===== src/rtl/rmts_pkg.sv =====
// ============================================================================
// rmts_pkg: shared types and constants of the rate-monotonic tick scheduler
// Holds the field widths, the operation codes, the idle priority value and
// the control structs that pass between the table, the evaluation unit and
// the sequencer.
// ============================================================================
package rmts_pkg;

    localparam int TIME_W   = 32;
    localparam int ID_W     = 8;
    localparam int PERIOD_W = 16;
    localparam int BURST_W  = 16;
    localparam int COUNT_W  = 4;
    localparam int INDEX_W  = 3;
    localparam int BEST_W   = 17;

    // Operation codes carried by the func field.
    localparam logic FUNC_LOAD = 1'b0;
    localparam logic FUNC_TICK = 1'b1;

    // Priority value that any real period beats.
    localparam logic [BEST_W-1:0] NO_PERIOD = 17'd99999;

    // Write command for the task table. At most one flag is set per cycle.
    typedef struct packed {
        logic load;       // write a whole entry
        logic rerelease;  // write release time and remaining work
        logic decrement;  // write remaining work only
    } table_wr_t;

    // Status from the evaluation unit for the entry under test.
    typedef struct packed {
        logic due;        // release time reached and task arrived
        logic eligible;   // arrived with work left after any refill
        logic better;     // eligible and period beats the best so far
    } eval_res_t;

endpackage


===== src/rtl/rmts_task_table.sv =====
// ============================================================================
// rmts_task_table: task entry storage
// One register row per task entry, written through a single command port and
// read at one address chosen by the sequencer.
// ============================================================================
module rmts_task_table #(
    parameter int TASKS = 8,
    parameter int IDX_W = 3
) (
    input  logic                           clk,
    input  rmts_pkg::table_wr_t            wr,
    input  logic [IDX_W-1:0]               wr_idx,
    input  logic [rmts_pkg::ID_W-1:0]      wr_id,
    input  logic [rmts_pkg::TIME_W-1:0]    wr_arrival,
    input  logic [rmts_pkg::PERIOD_W-1:0]  wr_period,
    input  logic [rmts_pkg::BURST_W-1:0]   wr_burst,
    input  logic [rmts_pkg::TIME_W-1:0]    wr_release,
    input  logic [rmts_pkg::BURST_W-1:0]   wr_work,
    input  logic [IDX_W-1:0]               rd_idx,
    output logic [rmts_pkg::ID_W-1:0]      rd_id,
    output logic [rmts_pkg::TIME_W-1:0]    rd_arrival,
    output logic [rmts_pkg::PERIOD_W-1:0]  rd_period,
    output logic [rmts_pkg::BURST_W-1:0]   rd_burst,
    output logic [rmts_pkg::TIME_W-1:0]    rd_release,
    output logic [rmts_pkg::BURST_W-1:0]   rd_work
);
    import rmts_pkg::*;

    logic [ID_W-1:0]     id_reg      [TASKS];
    logic [TIME_W-1:0]   arrival_reg [TASKS];
    logic [PERIOD_W-1:0] period_reg  [TASKS];
    logic [BURST_W-1:0]  burst_reg   [TASKS];
    logic [TIME_W-1:0]   release_reg [TASKS];
    logic [BURST_W-1:0]  work_reg    [TASKS];

    // Entries hold no reset value; they are defined once loaded.
    always_ff @(posedge clk)
    begin
        if (wr.load)
        begin
            id_reg[wr_idx]      <= wr_id;
            arrival_reg[wr_idx] <= wr_arrival;
            period_reg[wr_idx]  <= wr_period;
            burst_reg[wr_idx]   <= wr_burst;
        end
        if (wr.load || wr.rerelease)
        begin
            release_reg[wr_idx] <= wr_release;
        end
        if (wr.load || wr.rerelease || wr.decrement)
        begin
            work_reg[wr_idx] <= wr_work;
        end
    end

    assign rd_id      = id_reg[rd_idx];
    assign rd_arrival = arrival_reg[rd_idx];
    assign rd_period  = period_reg[rd_idx];
    assign rd_burst   = burst_reg[rd_idx];
    assign rd_release = release_reg[rd_idx];
    assign rd_work    = work_reg[rd_idx];

endmodule


===== src/rtl/rmts_eval_unit.sv =====
// ============================================================================
// rmts_eval_unit: shared release and priority evaluation
// Tests one task entry per cycle: release check, release advance, work refill
// and the priority compare. A load reuses the same adder for its first
// release time.
// ============================================================================
module rmts_eval_unit (
    input  logic                                 load_mode,
    input  logic [rmts_pkg::TIME_W-1:0]          cur_tick,
    input  logic [rmts_pkg::TIME_W-1:0]          e_arrival,
    input  logic [rmts_pkg::TIME_W-1:0]          e_release,
    input  logic [rmts_pkg::PERIOD_W-1:0]        e_period,
    input  logic [rmts_pkg::BURST_W-1:0]         e_burst,
    input  logic [rmts_pkg::BURST_W-1:0]         e_work,
    input  logic [rmts_pkg::BEST_W-1:0]          best_period,
    output rmts_pkg::eval_res_t                  res,
    output logic [rmts_pkg::TIME_W-1:0]          new_release,
    output logic [rmts_pkg::BURST_W-1:0]         new_work
);
    import rmts_pkg::*;

    logic                arrived;
    logic                reached;
    logic [TIME_W-1:0]   add_base;

    assign arrived = (e_arrival <= cur_tick);
    assign reached = (cur_tick >= e_release);

    // A load starts from the arrival time, a re-release from the old release.
    assign add_base    = load_mode ? e_arrival : e_release;
    assign new_release = add_base + TIME_W'(e_period);

    assign res.due      = !load_mode && reached && arrived;
    assign new_work     = (load_mode || res.due) ? e_burst : e_work;
    assign res.eligible = !load_mode && arrived && (new_work != '0);
    assign res.better   = res.eligible && ({1'b0, e_period} < best_period);

endmodule


===== src/rtl/rate_monotonic_tick_scheduler_unit.sv =====
// ============================================================================
// rate_monotonic_tick_scheduler_unit: periodic task table with rate-monotonic
// selection
// Load transactions fill task entries; tick transactions re-release due tasks,
// run the arrived task with the shortest period and report it, or idle.
// ============================================================================
//
//  Channel  | Handshake              | Payload
//  ---------+------------------------+-----------------------------------------
//  in       | in_valid / in_stall    | func, task_index, task_id, task_arrival,
//           |                        | task_period, task_burst
//  out      | out_valid / out_stall  | tick_time, run_valid, run_id, run_index
//  cfg      | cfg_we                 | cfg_wdata (task_count)
//
//  A load transaction is written in the cycle it is accepted and produces no
//  result. A tick transaction passes through an accept step, a scan of the
//  entries in use, one at a time through the shared evaluation unit, and a
//  final step that retires the result and updates the winner's remaining
//  work. The input stalls while a tick is in progress; a result waiting in the
//  output register does not stall the input, but the next tick holds in its
//  final step until that register is free. Reset clears the tick counter,
//  task_count and all control state; table entries are undefined until
//  loaded.
//
module rate_monotonic_tick_scheduler_unit #(
    parameter int TASKS = 8
) (
    input  logic                                 clk,
    input  logic                                 rst_n,
    input  logic                                 cfg_we,
    input  logic [rmts_pkg::COUNT_W-1:0]         cfg_wdata,
    input  logic                                 in_valid,
    output logic                                 in_stall,
    input  logic                                 func,
    input  logic [rmts_pkg::INDEX_W-1:0]         task_index,
    input  logic [rmts_pkg::ID_W-1:0]            task_id,
    input  logic [rmts_pkg::TIME_W-1:0]          task_arrival,
    input  logic [rmts_pkg::PERIOD_W-1:0]        task_period,
    input  logic [rmts_pkg::BURST_W-1:0]         task_burst,
    output logic                                 out_valid,
    input  logic                                 out_stall,
    output logic [rmts_pkg::TIME_W-1:0]          tick_time,
    output logic                                 run_valid,
    output logic [rmts_pkg::ID_W-1:0]            run_id,
    output logic [rmts_pkg::INDEX_W-1:0]         run_index
);
    import rmts_pkg::*;

    localparam int IDX_W = (TASKS > 1) ? $clog2(TASKS) : 1;
    localparam int CNT_W = $clog2(TASKS + 1);

    localparam logic [1:0] ST_IDLE = 2'd0;
    localparam logic [1:0] ST_SCAN = 2'd1;
    localparam logic [1:0] ST_DONE = 2'd2;

    logic [1:0]          state_reg, state_next;
    logic [COUNT_W-1:0]  count_reg;
    logic [TIME_W-1:0]   tick_reg;
    logic [IDX_W-1:0]    idx_reg, idx_next;
    logic [IDX_W-1:0]    sel_reg, sel_next;
    logic                found_reg, found_next;
    logic [BEST_W-1:0]   best_reg, best_next;
    logic [BURST_W-1:0]  best_work_reg, best_work_next;
    logic [ID_W-1:0]     best_id_reg, best_id_next;

    logic                out_valid_reg;
    logic [TIME_W-1:0]   tick_time_reg;
    logic                run_valid_reg;
    logic [ID_W-1:0]     run_id_reg;
    logic [INDEX_W-1:0]  run_index_reg;

    logic [CNT_W-1:0]    n_active;
    logic                in_accept;
    logic                load_accept;
    logic                load_ok;
    logic                tick_accept;
    logic                scan_last;
    logic                retire;

    table_wr_t           tbl_wr;
    logic [IDX_W-1:0]    tbl_wr_idx;
    logic [BURST_W-1:0]  tbl_wr_work;
    logic [ID_W-1:0]     rd_id;
    logic [TIME_W-1:0]   rd_arrival;
    logic [PERIOD_W-1:0] rd_period;
    logic [BURST_W-1:0]  rd_burst;
    logic [TIME_W-1:0]   rd_release;
    logic [BURST_W-1:0]  rd_work;

    logic [TIME_W-1:0]   ev_arrival;
    logic [PERIOD_W-1:0] ev_period;
    logic [BURST_W-1:0]  ev_burst;
    eval_res_t           ev_res;
    logic [TIME_W-1:0]   ev_release;
    logic [BURST_W-1:0]  ev_work;

    // Entries beyond the table size are never scanned.
    assign n_active = (32'(count_reg) > TASKS) ? CNT_W'(TASKS) : CNT_W'(count_reg);

    assign in_stall    = (state_reg != ST_IDLE);
    assign in_accept   = in_valid && !in_stall;
    assign load_ok     = (32'(task_index) < TASKS);
    assign load_accept = in_accept && (func == FUNC_LOAD) && load_ok;
    assign tick_accept = in_accept && (func == FUNC_TICK);
    assign scan_last   = ((CNT_W'(idx_reg) + CNT_W'(1)) == n_active);

    // The result register must be free (or emptying) before a tick retires.
    assign retire = (state_reg == ST_DONE) && !(out_valid_reg && out_stall);

    // ------------------------------------------------------------------
    // Shared evaluation unit. While idle it serves a load transaction
    // (first release = arrival + period); during a scan it serves the
    // table entry under the scan index.
    // ------------------------------------------------------------------
    assign ev_arrival = (state_reg == ST_IDLE) ? task_arrival : rd_arrival;
    assign ev_period  = (state_reg == ST_IDLE) ? task_period  : rd_period;
    assign ev_burst   = (state_reg == ST_IDLE) ? task_burst   : rd_burst;

    rmts_eval_unit u_eval (
        .load_mode   (state_reg == ST_IDLE),
        .cur_tick    (tick_reg),
        .e_arrival   (ev_arrival),
        .e_release   (rd_release),
        .e_period    (ev_period),
        .e_burst     (ev_burst),
        .e_work      (rd_work),
        .best_period (best_reg),
        .res         (ev_res),
        .new_release (ev_release),
        .new_work    (ev_work)
    );

    // ------------------------------------------------------------------
    // Table write command: load while idle, re-release during the scan,
    // decrement of the winner when the tick retires.
    // ------------------------------------------------------------------
    always_comb
    begin
        tbl_wr           = '0;
        tbl_wr.load      = load_accept;
        tbl_wr.rerelease = (state_reg == ST_SCAN) && ev_res.due;
        tbl_wr.decrement = retire && found_reg;
        tbl_wr_idx       = idx_reg;
        tbl_wr_work      = ev_work;
        unique case (state_reg)
            ST_IDLE:
            begin
                tbl_wr_idx = IDX_W'(task_index);
            end
            ST_DONE:
            begin
                tbl_wr_idx  = sel_reg;
                tbl_wr_work = best_work_reg - BURST_W'(1);
            end
            default:
            begin
                tbl_wr_idx = idx_reg;
            end
        endcase
    end

    rmts_task_table #(
        .TASKS (TASKS),
        .IDX_W (IDX_W)
    ) u_table (
        .clk        (clk),
        .wr         (tbl_wr),
        .wr_idx     (tbl_wr_idx),
        .wr_id      (task_id),
        .wr_arrival (task_arrival),
        .wr_period  (task_period),
        .wr_burst   (task_burst),
        .wr_release (ev_release),
        .wr_work    (tbl_wr_work),
        .rd_idx     (idx_reg),
        .rd_id      (rd_id),
        .rd_arrival (rd_arrival),
        .rd_period  (rd_period),
        .rd_burst   (rd_burst),
        .rd_release (rd_release),
        .rd_work    (rd_work)
    );

    // ------------------------------------------------------------------
    // Sequencer. Re-release and selection for an entry happen in the same
    // cycle: a refill only touches its own entry, so the selection sees
    // exactly the post-refill work of every entry.
    // ------------------------------------------------------------------
    always_comb
    begin
        state_next     = state_reg;
        idx_next       = idx_reg;
        sel_next       = sel_reg;
        found_next     = found_reg;
        best_next      = best_reg;
        best_work_next = best_work_reg;
        best_id_next   = best_id_reg;
        unique case (state_reg)
            ST_IDLE:
            begin
                if (tick_accept)
                begin
                    idx_next   = '0;
                    sel_next   = '0;
                    found_next = 1'b0;
                    best_next  = NO_PERIOD;
                    state_next = (n_active == '0) ? ST_DONE : ST_SCAN;
                end
            end
            ST_SCAN:
            begin
                if (ev_res.better)
                begin
                    best_next      = {1'b0, rd_period};
                    sel_next       = idx_reg;
                    found_next     = 1'b1;
                    best_work_next = ev_work;
                    best_id_next   = rd_id;
                end
                if (scan_last)
                begin
                    state_next = ST_DONE;
                end
                else
                begin
                    idx_next = idx_reg + IDX_W'(1);
                end
            end
            ST_DONE:
            begin
                if (retire)
                begin
                    state_next = ST_IDLE;
                end
            end
            default:
            begin
                state_next = ST_IDLE;
            end
        endcase
    end

    always_ff @(posedge clk or negedge rst_n)
    begin
        if (!rst_n)
        begin
            state_reg     <= ST_IDLE;
            count_reg     <= '0;
            tick_reg      <= '0;
            idx_reg       <= '0;
            sel_reg       <= '0;
            found_reg     <= 1'b0;
            out_valid_reg <= 1'b0;
        end
        else
        begin
            state_reg <= state_next;
            idx_reg   <= idx_next;
            sel_reg   <= sel_next;
            found_reg <= found_next;
            if (cfg_we)
            begin
                count_reg <= cfg_wdata;
            end
            if (retire)
            begin
                tick_reg      <= tick_reg + TIME_W'(1);
                out_valid_reg <= 1'b1;
            end
            else if (!out_stall)
            begin
                out_valid_reg <= 1'b0;
            end
        end
    end

    // Payload registers carry no reset.
    always_ff @(posedge clk)
    begin
        best_reg      <= best_next;
        best_work_reg <= best_work_next;
        best_id_reg   <= best_id_next;
        if (retire)
        begin
            tick_time_reg <= tick_reg;
            run_valid_reg <= found_reg;
            run_id_reg    <= found_reg ? best_id_reg : '0;
            run_index_reg <= found_reg ? INDEX_W'(sel_reg) : '0;
        end
    end

    assign out_valid = out_valid_reg;
    assign tick_time = tick_time_reg;
    assign run_valid = run_valid_reg;
    assign run_id    = run_id_reg;
    assign run_index = run_index_reg;

    // ------------------------------------------------------------------
    // Assertions
    // ------------------------------------------------------------------

    // Each retired tick advances the tick counter by exactly one.
    a_tick_advance: assert property (@(posedge clk) disable iff (!rst_n)
        retire |=> (tick_reg == $past(tick_reg) + TIME_W'(1)))
        else $error("tick counter did not advance on retire");

    // The scan index never runs past the entries in use.
    a_scan_bound: assert property (@(posedge clk) disable iff (!rst_n)
        (state_reg == ST_SCAN) |-> (CNT_W'(idx_reg) < n_active))
        else $error("scan index beyond active entries");

    // A new result only appears when a tick retires.
    a_result_source: assert property (@(posedge clk) disable iff (!rst_n)
        $rose(out_valid_reg) |-> $past(retire))
        else $error("result raised without a retiring tick");

    // A selected task always carries a real period and work to consume.
    a_found_sane: assert property (@(posedge clk) disable iff (!rst_n)
        ((state_reg == ST_DONE) && found_reg) |->
            ((best_reg < NO_PERIOD) && (best_work_reg != '0)))
        else $error("selected task has no period or no work");

    // A retire that overwrites the result register never drops a held result.
    a_no_overwrite: assert property (@(posedge clk) disable iff (!rst_n)
        (out_valid_reg && out_stall) |=> $stable(tick_time_reg))
        else $error("held result was overwritten");

endmodule


===== config.mk =====
export PLATFORM = sky130hd
export DESIGN_NAME = rate_monotonic_tick_scheduler_unit
export DESIGN_NICKNAME = d
export VERILOG_FILES = /design/src/rtl/rmts_pkg.sv /design/src/rtl/rmts_task_table.sv /design/src/rtl/rmts_eval_unit.sv /design/src/rtl/rate_monotonic_tick_scheduler_unit.sv
export SDC_FILE = /design/constraint.sdc
export NUM_CORES = 1
export LEC_CHECK = 0
export BUFFER_PORTS_ARGS = -buffer_cell sky130_fd_sc_hd__clkbuf_2
export CAP_MARGIN = 15
export CELL_PAD_IN_SITES_DETAIL_PLACEMENT = 0
export CELL_PAD_IN_SITES_GLOBAL_PLACEMENT = 1
export CORE_MARGIN = 10
export CORE_UTILIZATION = 58
export DETAILED_ROUTE_END_ITERATION = 6
export GPL_TIMING_DRIVEN = 0
export PLACE_DENSITY_LB_ADDON = 0.1
export SLEW_MARGIN = 25
export SYNTH_ARGS = -nofsm -noshare
export SYNTH_HDL_FRONTEND = slang
export SYNTH_SLANG_ARGS = --single-unit

===== constraint.sdc =====
create_clock -name clk -period 19 [get_ports clk]
set_clock_uncertainty 0.05 [all_clocks]
set_input_delay 2.85 -clock clk [delete_from_list [all_inputs] [get_ports clk]]
set_output_delay 2.85 -clock clk [all_outputs]
set_load 0.01 [all_outputs]

==> out/metrics.cfg, run 1 <==
[run_status]
status=finished, final reports clean

[timing]
relSlewSlack_pct=28.0
layout_worst_path_cycle_share_pct=46.2
fmax_mhz=114
rsz0062_at_grt=no
timing.hold.ws_ns=0.460
worst_slew_pin_slew_ns=1.07
setup_slack_ns=10.22
finalSetupViolCount=0
hold_viol_final=0
post-route-min-period_ns=8.78
slew_violations=0
tns_ns=0

[synthesis]
synth_area_per_cell_um2=18.3
synthFlopType=edfxtp_1
synth_cells=2468
syn_area_um2=45200
ys_async_sr_fraction_pct=4.22
yosysTopAreaCellShare_pct=69.4
synth.most_common_cell=edfxtp_1
yosysWarnings=0
syn-num-nets=2652
synth-edff-count=1045
ys_ff_latch=1091
synth_cell_types=72
synth_area_leaders=edfxtp_1 (69%), mux4_2 (12%), ha_1 (2.7%)
ys_top_cells_by_count=edfxtp_1 (1045), mux4_2 (240), nand2_1 (184)
yosysTopAreaCell=edfxtp_1
seq_area_frac_synth_pct=72.0

[global_routing]
grt_pass1_vias=24900
grt_usage_pct=25.1
grt_first_pass_wirelength_mm=166
antenna_found_initial=7
grt_overflow=0
grt_max_degree=26

[hold_path]
holdPathStages=0
hp-class=reg -> reg
min_to=tick_time[10]
hold_path_startpoint=tick_reg[10]

[critical_path]
rr_worst_depth=21
cp_max_fo=17
worstPathRequired_ns=19.24
rrSetupSlack_ns=10.22
worstSetupPathType=reg -> reg
r2r_end=best_reg[2]
critPathLaunchType=flip-flop
startpoint=state_reg[1]
r2r-start=state_reg[1]
worstSetupEndpointType=flip-flop
cp.arrival_ns=9.02

[routing]
drt_iter0_markers=3029
totalWireLength_mm=112
viasPerCell=6.30
vias=24500
dr.pass1.iters=7
drc=0
ant_nets=0
wire_per_inst_um=28.8

[power_and_ir_drop]
p_seq_share_pct=39.2
internal_power_uw=6050
power_frac_comb_pct=37.9
clkPwrFrac_pct=23.0
max-vdd-ir-drop_v=0.0000967
cellPowerDensity_nw_per_um2=179
power_switching_uw=3280
swShare_pct=35.2
p_leak_uw=0.0177

[clocking]
post_cts_buffers=0
ctsHtreeMaxLevel=3
cts_root_buf=clkbuf_16
cts_tree=built
ctsHoldBuffers=0
cts_sinks=1091
cts-resized-gates=0
clockBufferDepth=3
clkSlewWorstSetupHoldPaths_ns=0.06
insertion_delay_ns=0.67
cts_buffers=107

[placement]
pre_cts_ws_ns=10.35
place.port_buffers=130
hpwlAfterDp_mm=78.3
place.gp.congestion=0.852

[die]
row_count=102
die_h_um=299
design.core.area_um2=77300
initial_utilization_pct=58.5
pin_count=131
dieArea_um2=89500
fp.dieW_um=299

[cells_and_area]
fillers=5137
nets=2940
area_growth_pct=15.3
drive_gt1_share_pct=24.1

[job]
maxCapViolCount=0

-- power by group through the flow --
stage / combinational (uW) / clock (uW) / sequential (uW)
global placement: 3260 / 0 / 3720
floorplan: 2250 / 0 / 3670
finish: 3530 / 2140 / 3660
CTS: 3520 / 2170 / 3660
global route: 3820 / 2270 / 3680
detailed placement: 3500 / 0 / 3700
-- worst max-delay path, cell delays in order (launching register included) --
cell and delay (ns):
dfrtp_1 0.31, buf_2 0.21, nor2_2 0.15, inv_1 0.14, buf_2 0.31, buf_2 0.43, buf_2 0.40, buf_1 0.55
clkbuf_1 0.48, clkbuf_1 0.74, nor2_1 0.33, a31oi_1 0.53, ha_1 0.23, nand4_1 0.20, nor4_1 0.67, nor2b_1 0.16
o41ai_1 0.17, a21boi_0 0.24, o2111ai_1 0.34, a21oi_4 0.66, buf_16 0.25, a31o_1 0.78
-- layer usage --
layer  global-route usage (%)  wire length (um)  vias up
li1                         -                 -    10500
met1                     37.2             47400    12800
met2                     37.9             51900     1031
met3                     5.43             10500      159
met4                     6.42              2260       10
met5                        0                57        -
-- worst max path at each step --
| stage | end | slack [ns] | cells past startpoint |
|---|---|---|---|
| final | best_reg[2] | 10.22 | 21 |
| after CTS | best_reg[2] | 10.33 | 21 |
| after global routing | best_reg[5] | 9.84 | 21 |
| after floorplan | u_table.arrival_reg[0][0] | 11.90 | 5 |
| after detailed placement | best_reg[11] | 10.35 | 21 |
| after global placement | u_table.period_reg[0][4] | 8.02 | 6 |
-- cell usage in the layout, fill, tap and decap left out, types with 14 or more instances in the layout --
master,synthesis,layout
edfxtp_1,1045,1045
mux4_2,240,240
nand2_1,184,184
clkbuf_2,0,129
clkbuf_16,0,112
nor2_1,125,101
ha_1,98,98
mux2i_1,84,84
a21oi_1,74,74
inv_1,66,66
clkbuf_1,37,62
xnor2_1,53,53
dfrtp_1,46,46
nand3_1,37,37
buf_2,36,36
o21ai_0,37,36
a31oi_1,34,34
nand4_1,30,30
buf_16,0,30
clkinv_1,0,25
nor2_4,0,24
a21o_1,22,22
xor2_1,22,22
mux2_2,21,21
nor3_1,20,20
buf_12,1,19
clkinv_2,0,16
buf_1,15,15
and2_1,14,14
nor4_1,14,14
-- final cells by class --
type | count | area, um^2 | share of cell area [%]
Antenna cell | 2 | 5.00 | 0.00960
Buffer | 104 | 534 | 1.02
Clock buffer | 141 | 2950 | 5.66
Clock inverter | 61 | 626 | 1.20
Inverter | 69 | 259 | 0.497
Multi-Input combinational cell | 1204 | 12100 | 23.2
Sequential cell | 1091 | 32500 | 62.4
Tap cell | 1040 | 1300 | 2.50
Timing Repair Buffer | 179 | 1850 | 3.56
-- kinds of logic (layout without fill, tap and decap cells) --
| kind of cell | count (synthesis) | after routing | synth area share, % |
|---|---|---|---|
| simple gates | 458 | 458 | 4.58 |
| buf+inv | 173 | 554 | 1.75 |
| mux | 346 | 346 | 14.4 |
| xor+xnor | 75 | 75 | 1.45 |
| compound gates | 226 | 226 | 3.13 |
| other cells | 0 | 2 | 0 |
| fa+ha+maj | 99 | 99 | 2.76 |
| flops | 1091 | 1091 | 72.0 |
-- through the flow --
stage               power, uW  area [um^2]  utilization (%)  std cells
floorplan                5930        45200                -       2468
global placement         6980        47200             61.0       3638
detailed placement       7210        48600             62.8       3687
CTS                      9350        52100             67.4       3889
global route             9770        52100             67.4       3891
finish                   9330        52100             67.4       3891
Power figures use the tool's default switching activity.
==> run 2: changes to the inputs <==
CORE_UTILIZATION = 54   (was 58)
clock period = 8.62 ns   (was 19 ns; I/O delays follow)
==> run 2 against run 1 <==
Worst hold slack worse by 0.0077 ns; combinational power up 120%; final cell count grew 1.2%; register-to-register slack got worse by 9.9 ns; count of clock-buffer cells in the layout did not move; first-iteration DRC count fell by 8.6%; total power is 120% higher; utilization fell by 4.6 points; sequential share of layout area fell by 0.24 points; critical path depth decreased by 1.
==> out/metrics.cfg, run 2 (synthesized netlist as in run 1, its figures left out) <==
[run_status]
status=finished, final reports clean

[clocking]
cts_sinks=1091
cts_tree=built
clockBufferDepth=3
cts_buffers=109
post_cts_buffers=0
clkSlewWorstSetupHoldPaths_ns=0.06
ctsHtreeMaxLevel=3
ctsHoldBuffers=0
cts_root_buf=clkbuf_16
insertion_delay_ns=0.68

[die]
row_count=106
pin_count=131
design.core.area_um2=83300
initial_utilization_pct=54.3
dieArea_um2=95700
fp.dieW_um=309
die_h_um=309

[global_routing]
grt_first_pass_wirelength_mm=169
grt_pass1_vias=25000
antenna_found_initial=3
grt_overflow=0
grt_usage_pct=24.3
grt_max_degree=25

[critical_path]
worstSetupPathType=reg -> reg
rr_worst_depth=20
cp_max_fo=17
worstSetupEndpointType=flip-flop
worstPathRequired_ns=8.87
r2r_end=best_reg[1]
cp.arrival_ns=8.56
critPathLaunchType=flip-flop
rrSetupSlack_ns=0.31
r2r-start=idx_reg[2]

[timing]
relSlewSlack_pct=23.4
hold_viol_final=0
layout_worst_path_cycle_share_pct=96.4
post-route-min-period_ns=8.31
tns_ns=0
rsz0062_at_grt=no
fmax_mhz=120
worst_slew_pin_slew_ns=1.14
finalSetupViolCount=0
slew_violations=0

[routing]
vias=24300
wire_per_inst_um=29.2
drc=0
ant_nets=0
totalWireLength_mm=115
viasPerCell=6.17
drt_iter0_markers=2770
dr.pass1.iters=5

[hold_path]
hold_path_startpoint=tick_reg[10]
holdPathStages=0
hp-class=reg -> reg
min_to=tick_time[10]

[cells_and_area]
drive_gt1_share_pct=24.5
seq_area_um2=32500
nets=2949
layout_common_cells=edfxtp_1 (1045), mux4_2 (240), nand2_1 (184), clkbuf_2 (130), clkbuf_16 (110)
stdcell_count=3937
fillers=5869
fin_util_pct=62.8
multi_input_comb_area_um2=12100
layout_commonest_cell=edfxtp_1
area_growth_pct=15.8

[power_and_ir_drop]
internal_power_uw=13300
p_seq_share_pct=39.2
cellPowerDensity_nw_per_um2=393
swShare_pct=35.4
max-vdd-ir-drop_v=0.000273
power_switching_uw=7270
power_frac_comb_pct=38.1
p_leak_uw=0.0178
finalPower_uw=20600
clkPwrFrac_pct=22.7

[placement]
place.port_buffers=130
place.gp.congestion=0.858
placed_cells=3734
hpwlAfterDp_mm=81.2

[job]
maxCapViolCount=0

==> run 2: metrics by stage <==
stage / worst slack [ns] / instance area, um^2 / hold WS, ns
3_3_place_gp: -1.74 / 47200 / 0.450
5_1_grt: 0.0646 / 52300 / 0.468
4_1_cts: 0.321 / 52300 / 0.468
2_1_floorplan: 2.67 / 45200 / 0.403
3_5_place_dp: -0.277 / 48800 / 0.455
6_report: 0.314 / 52300 / 0.453
==> run 2: worst max path at each step <==
stage / start / to / cells past startpoint
global placement: state_reg[1] / u_table.release_reg[6][5] / 20
finish: idx_reg[2] / best_reg[1] / 20
CTS: state_reg[1] / u_table.work_reg[2][2] / 20
floorplan: idx_reg[0] / u_table.release_reg[0][0] / 19
global route: state_reg[1] / best_reg[1] / 22
detailed placement: state_reg[1] / best_reg[8] / 21
==> run 2: critical path: stages, from the launching register on <==
cell and delay, ns:
dfrtp_1 0.36, clkbuf_1 0.39, inv_2 0.29, buf_2 0.40, buf_1 0.69, clkbuf_1 0.72
clkbuf_1 0.80, nand2_1 0.11, a31oi_1 0.22, ha_1 0.17, nand4_1 0.18, nor4_1 0.80
nor2b_1 0.30, o41ai_1 0.18, a21bo_2 0.27, o21ai_1 0.12, buf_2 0.25, buf_4 0.23
a21oi_4 0.58, buf_16 0.24, a31o_2 0.53
==> run 2: timing repair <==
action,4_1_cts,5_1_grt
endpoints found under the setup margin,129,6
cloned,0,0
resized for setup,2,1
==> run 2: cell type report <==
| type | instances | share of cell area, % |
|---|---|---|
| inverters | 69 | 0.495 |
| plain buffers | 104 | 1.02 |
| clock buffers | 141 | 5.62 |
| multi-input cells | 1204 | 23.1 |
| flip-flops and latches | 1091 | 62.2 |
| well taps | 1080 | 2.58 |
| clock inverters | 60 | 1.13 |
| repair buffers | 186 | 3.91 |
| diodes | 2 | 0.00956 |
==> run 2: metal layers <==
| metal | part of all wire [%] | wire length (um) | up-vias | GRT usage [%] |
|---|---|---|---|---|
| met4 | 1.9 | 2180 | 2 | 5.54 |
| li1 | - | - | 10500 | - |
| met2 | 47 | 54000 | 937 | 38.2 |
| met3 | 8.4 | 9650 | 148 | 4.85 |
| met5 | 0.0044 | 5 | - | 0 |
| met1 | 43 | 48900 | 12700 | 35.2 |
==> run 2: power groups by stage <==
stage                     sequential, uW  clock (uW)  combinational [uW]
after floorplan                     8100           0                4970
after global routing                8110        4950                8520
after detailed placement            8170           0                7820
final                               8050        4660                7840
after global placement              8200           0                7260
after CTS                           8060        4730                7850
==> run 3: changes to the inputs <==
CORE_UTILIZATION = 58   (was 54)
PLACE_DENSITY = 0.87   (was unset)
PLACE_DENSITY_LB_ADDON = unset   (was 0.1)
SLEW_MARGIN = 5   (was 25)
clock period = 10.35 ns   (was 8.62 ns; I/O delays follow)
==> run 3 against run 2 <==
Final cell count is 1.4% lower; maximum frequency is 3.5% lower; count of clock-buffer cells in the layout is 2 lower; largest power group unchanged; routed wire length is 3.1% lower; global-route usage is 0.51 points higher; critical endpoint is now u_table.work_reg[4][3]; highest routed layer unchanged; clock power is 20% lower; sequential power is 17% lower.
==> out/metrics.cfg, run 3 (synthesized netlist as in run 1, its figures left out) <==
[power_and_ir_drop]
p_leak_uw=0.0175
p_seq_share_pct=39.9
power_frac_comb_pct=38.0
clkPwrFrac_pct=22.2
swShare_pct=35.3
max-vdd-ir-drop_v=0.000239
cellPowerDensity_nw_per_um2=327
power_switching_uw=5950
internal_power_uw=10900

[timing]
fmax_mhz=116
slew_violations=0
rsz0062_at_grt=no
tns_ns=0
layout_worst_path_cycle_share_pct=83.1
relSlewSlack_pct=16.3
finalSetupViolCount=0
hold_viol_final=0
post-route-min-period_ns=8.60
worst_slew_pin_slew_ns=1.24

[routing]
drc=0
wire_per_inst_um=28.7
dr.pass1.iters=5
totalWireLength_mm=111
vias=24600
viasPerCell=6.34
drt_iter0_markers=2919
ant_nets=0

[critical_path]
cpLargestDelayFamily=buffers and inverters
slowest_delay_ns=0.74
worstPathRequired_ns=10.69
rr_worst_depth=22
worst-path-buf-inv=10
cp_slowest_cell=clkbuf_1
critPathLaunchType=flip-flop
critical_path_depth=22
cp_common_cell=buf_2
cp.arrival_ns=8.94
worstSetupEndpointType=flip-flop
worstSetupPathType=reg -> reg
cp_max_fo=10
crit_chain=buf_2, nor2_2, inv_1, buf_2, buf_2, buf_2, buf_1, clkbuf_1, clkbuf_1, nor2_1, a31oi_1, ha_1, nand4_1, nor4_1, nor2b_1, o41ai_1, a21bo_2, o31a_1, clkbuf_1, a21boi_1, nor2_2, buf_8

[cells_and_area]
area_growth_pct=14.1
drive_gt1_share_pct=23.8
stdcell_count=3880
nets=2933
layout_commonest_cell=edfxtp_1
layout_common_cells=edfxtp_1 (1045), mux4_2 (240), nand2_1 (184), clkbuf_2 (129), clkbuf_16 (108)

[global_routing]
grt_overflow=0
grt_first_pass_wirelength_mm=165
grt_pass1_vias=25200
antenna_found_initial=4
grt_max_degree=47
grt_usage_pct=24.8

[clocking]
clkSlewWorstSetupHoldPaths_ns=0.06
cts_root_buf=clkbuf_16
ctsHoldBuffers=0
insertion_delay_ns=0.69
post_cts_buffers=0
ctsHtreeMaxLevel=3
cts-resized-gates=0
cts_tree=built
cts_sinks=1091
cts_buffers=106
clockBufferDepth=3

[die]
pin_count=131
initial_utilization_pct=58.5
dieArea_um2=89500
row_count=102
design.core.area_um2=77300
die_h_um=299
fp.dieW_um=299

[hold_path]
hp-class=reg -> reg
holdPathStages=0

[run_status]
status=finished, final reports clean

[placement]
place.gp.congestion=0.878
placed_cells=3681
place.port_buffers=130
hpwlAfterDp_mm=77.2

[job]
maxCapViolCount=0

[run 3: cell count changes in the layout (fill, tap and decap cells not counted), moves of 4 or more]
cell,change
buf_16,-31
clkbuf_8,-7
buf_8,+5
buf_12,+13
nor2_2,+8
clkinv_2,+4
nor2_4,-8
clkbuf_1,+8
clkinv_1,-4
[run 3: worst register-to-register path: stages (launching register included)]
cell and delay [ns]:
dfrtp_1 0.32, buf_2 0.24, nor2_2 0.16, inv_1 0.16, buf_2 0.30, buf_2 0.36, buf_2 0.37, buf_1 0.50
clkbuf_1 0.48, clkbuf_1 0.74, nor2_1 0.34, a31oi_1 0.51, ha_1 0.22, nand4_1 0.20, nor4_1 0.72, nor2b_1 0.17
o41ai_1 0.17, a21bo_2 0.33, o31a_1 0.28, clkbuf_1 0.40, a21boi_1 0.40, nor2_2 0.61, buf_8 0.25
[run 3: power by group through the flow]
stage          Clock, uW  Combinational, uW  Sequential, uW
3_3_place_gp           0               5850            6820
4_1_cts             3780               6340            6720
6_report            3740               6400            6720
2_1_floorplan          0               4140            6750
5_1_grt             3950               6910            6770
3_5_place_dp           0               6290            6800
[run 3: final timing paths]
path,from,endpoint,slack (ns)
max,state_reg[1],u_table.work_reg[4][3],1.75
min,tick_reg[10],tick_time[10],0.47
max reg2reg,state_reg[1],u_table.work_reg[4][3],1.75
min reg2reg,tick_reg[10],tick_time[10],0.47
max in group asynchronous,rst_n,state_reg[1],8.80
min in group asynchronous,rst_n,tick_reg[12],0.93
[run 3: final cells by class]
class	count	area, um^2
Sequential cell	1091	32500
Fill cell	5031	25800
Multi-Input combinational cell	1204	12000
Clock buffer	139	2820
Timing Repair Buffer	173	1530
Tap cell	1040	1300
Clock inverter	56	551
Buffer	104	534
Inverter	69	259
Antenna cell	4	10.0
[run 3: metrics by stage]
step | instance area [um^2] | power (uW) | hold WS, ns | util (%) | setup slack [ns]
global route | 51600 | 17600 | 0.473 | 66.7 | 1.57
global placement | 47200 | 12700 | 0.458 | 61.0 | 0.460
finish | 51600 | 16900 | 0.466 | 66.7 | 1.75
CTS | 51600 | 16800 | 0.471 | 66.7 | 1.99
floorplan | 45200 | 10900 | 0.403 | - | 4.40
detailed placement | 48200 | 13100 | 0.455 | 62.3 | 2.05
[run 3: per-layer routing]
metal	part of all wire (%)	up-vias	wire, um	global-route usage (%)
met4	2.4	2	2700	7.60
met2	47	1405	52800	38.6
met3	11	196	12000	6.50
met1	39	12500	43700	34.6
li1	-	10400	-	-
met5	0.013	-	14	0
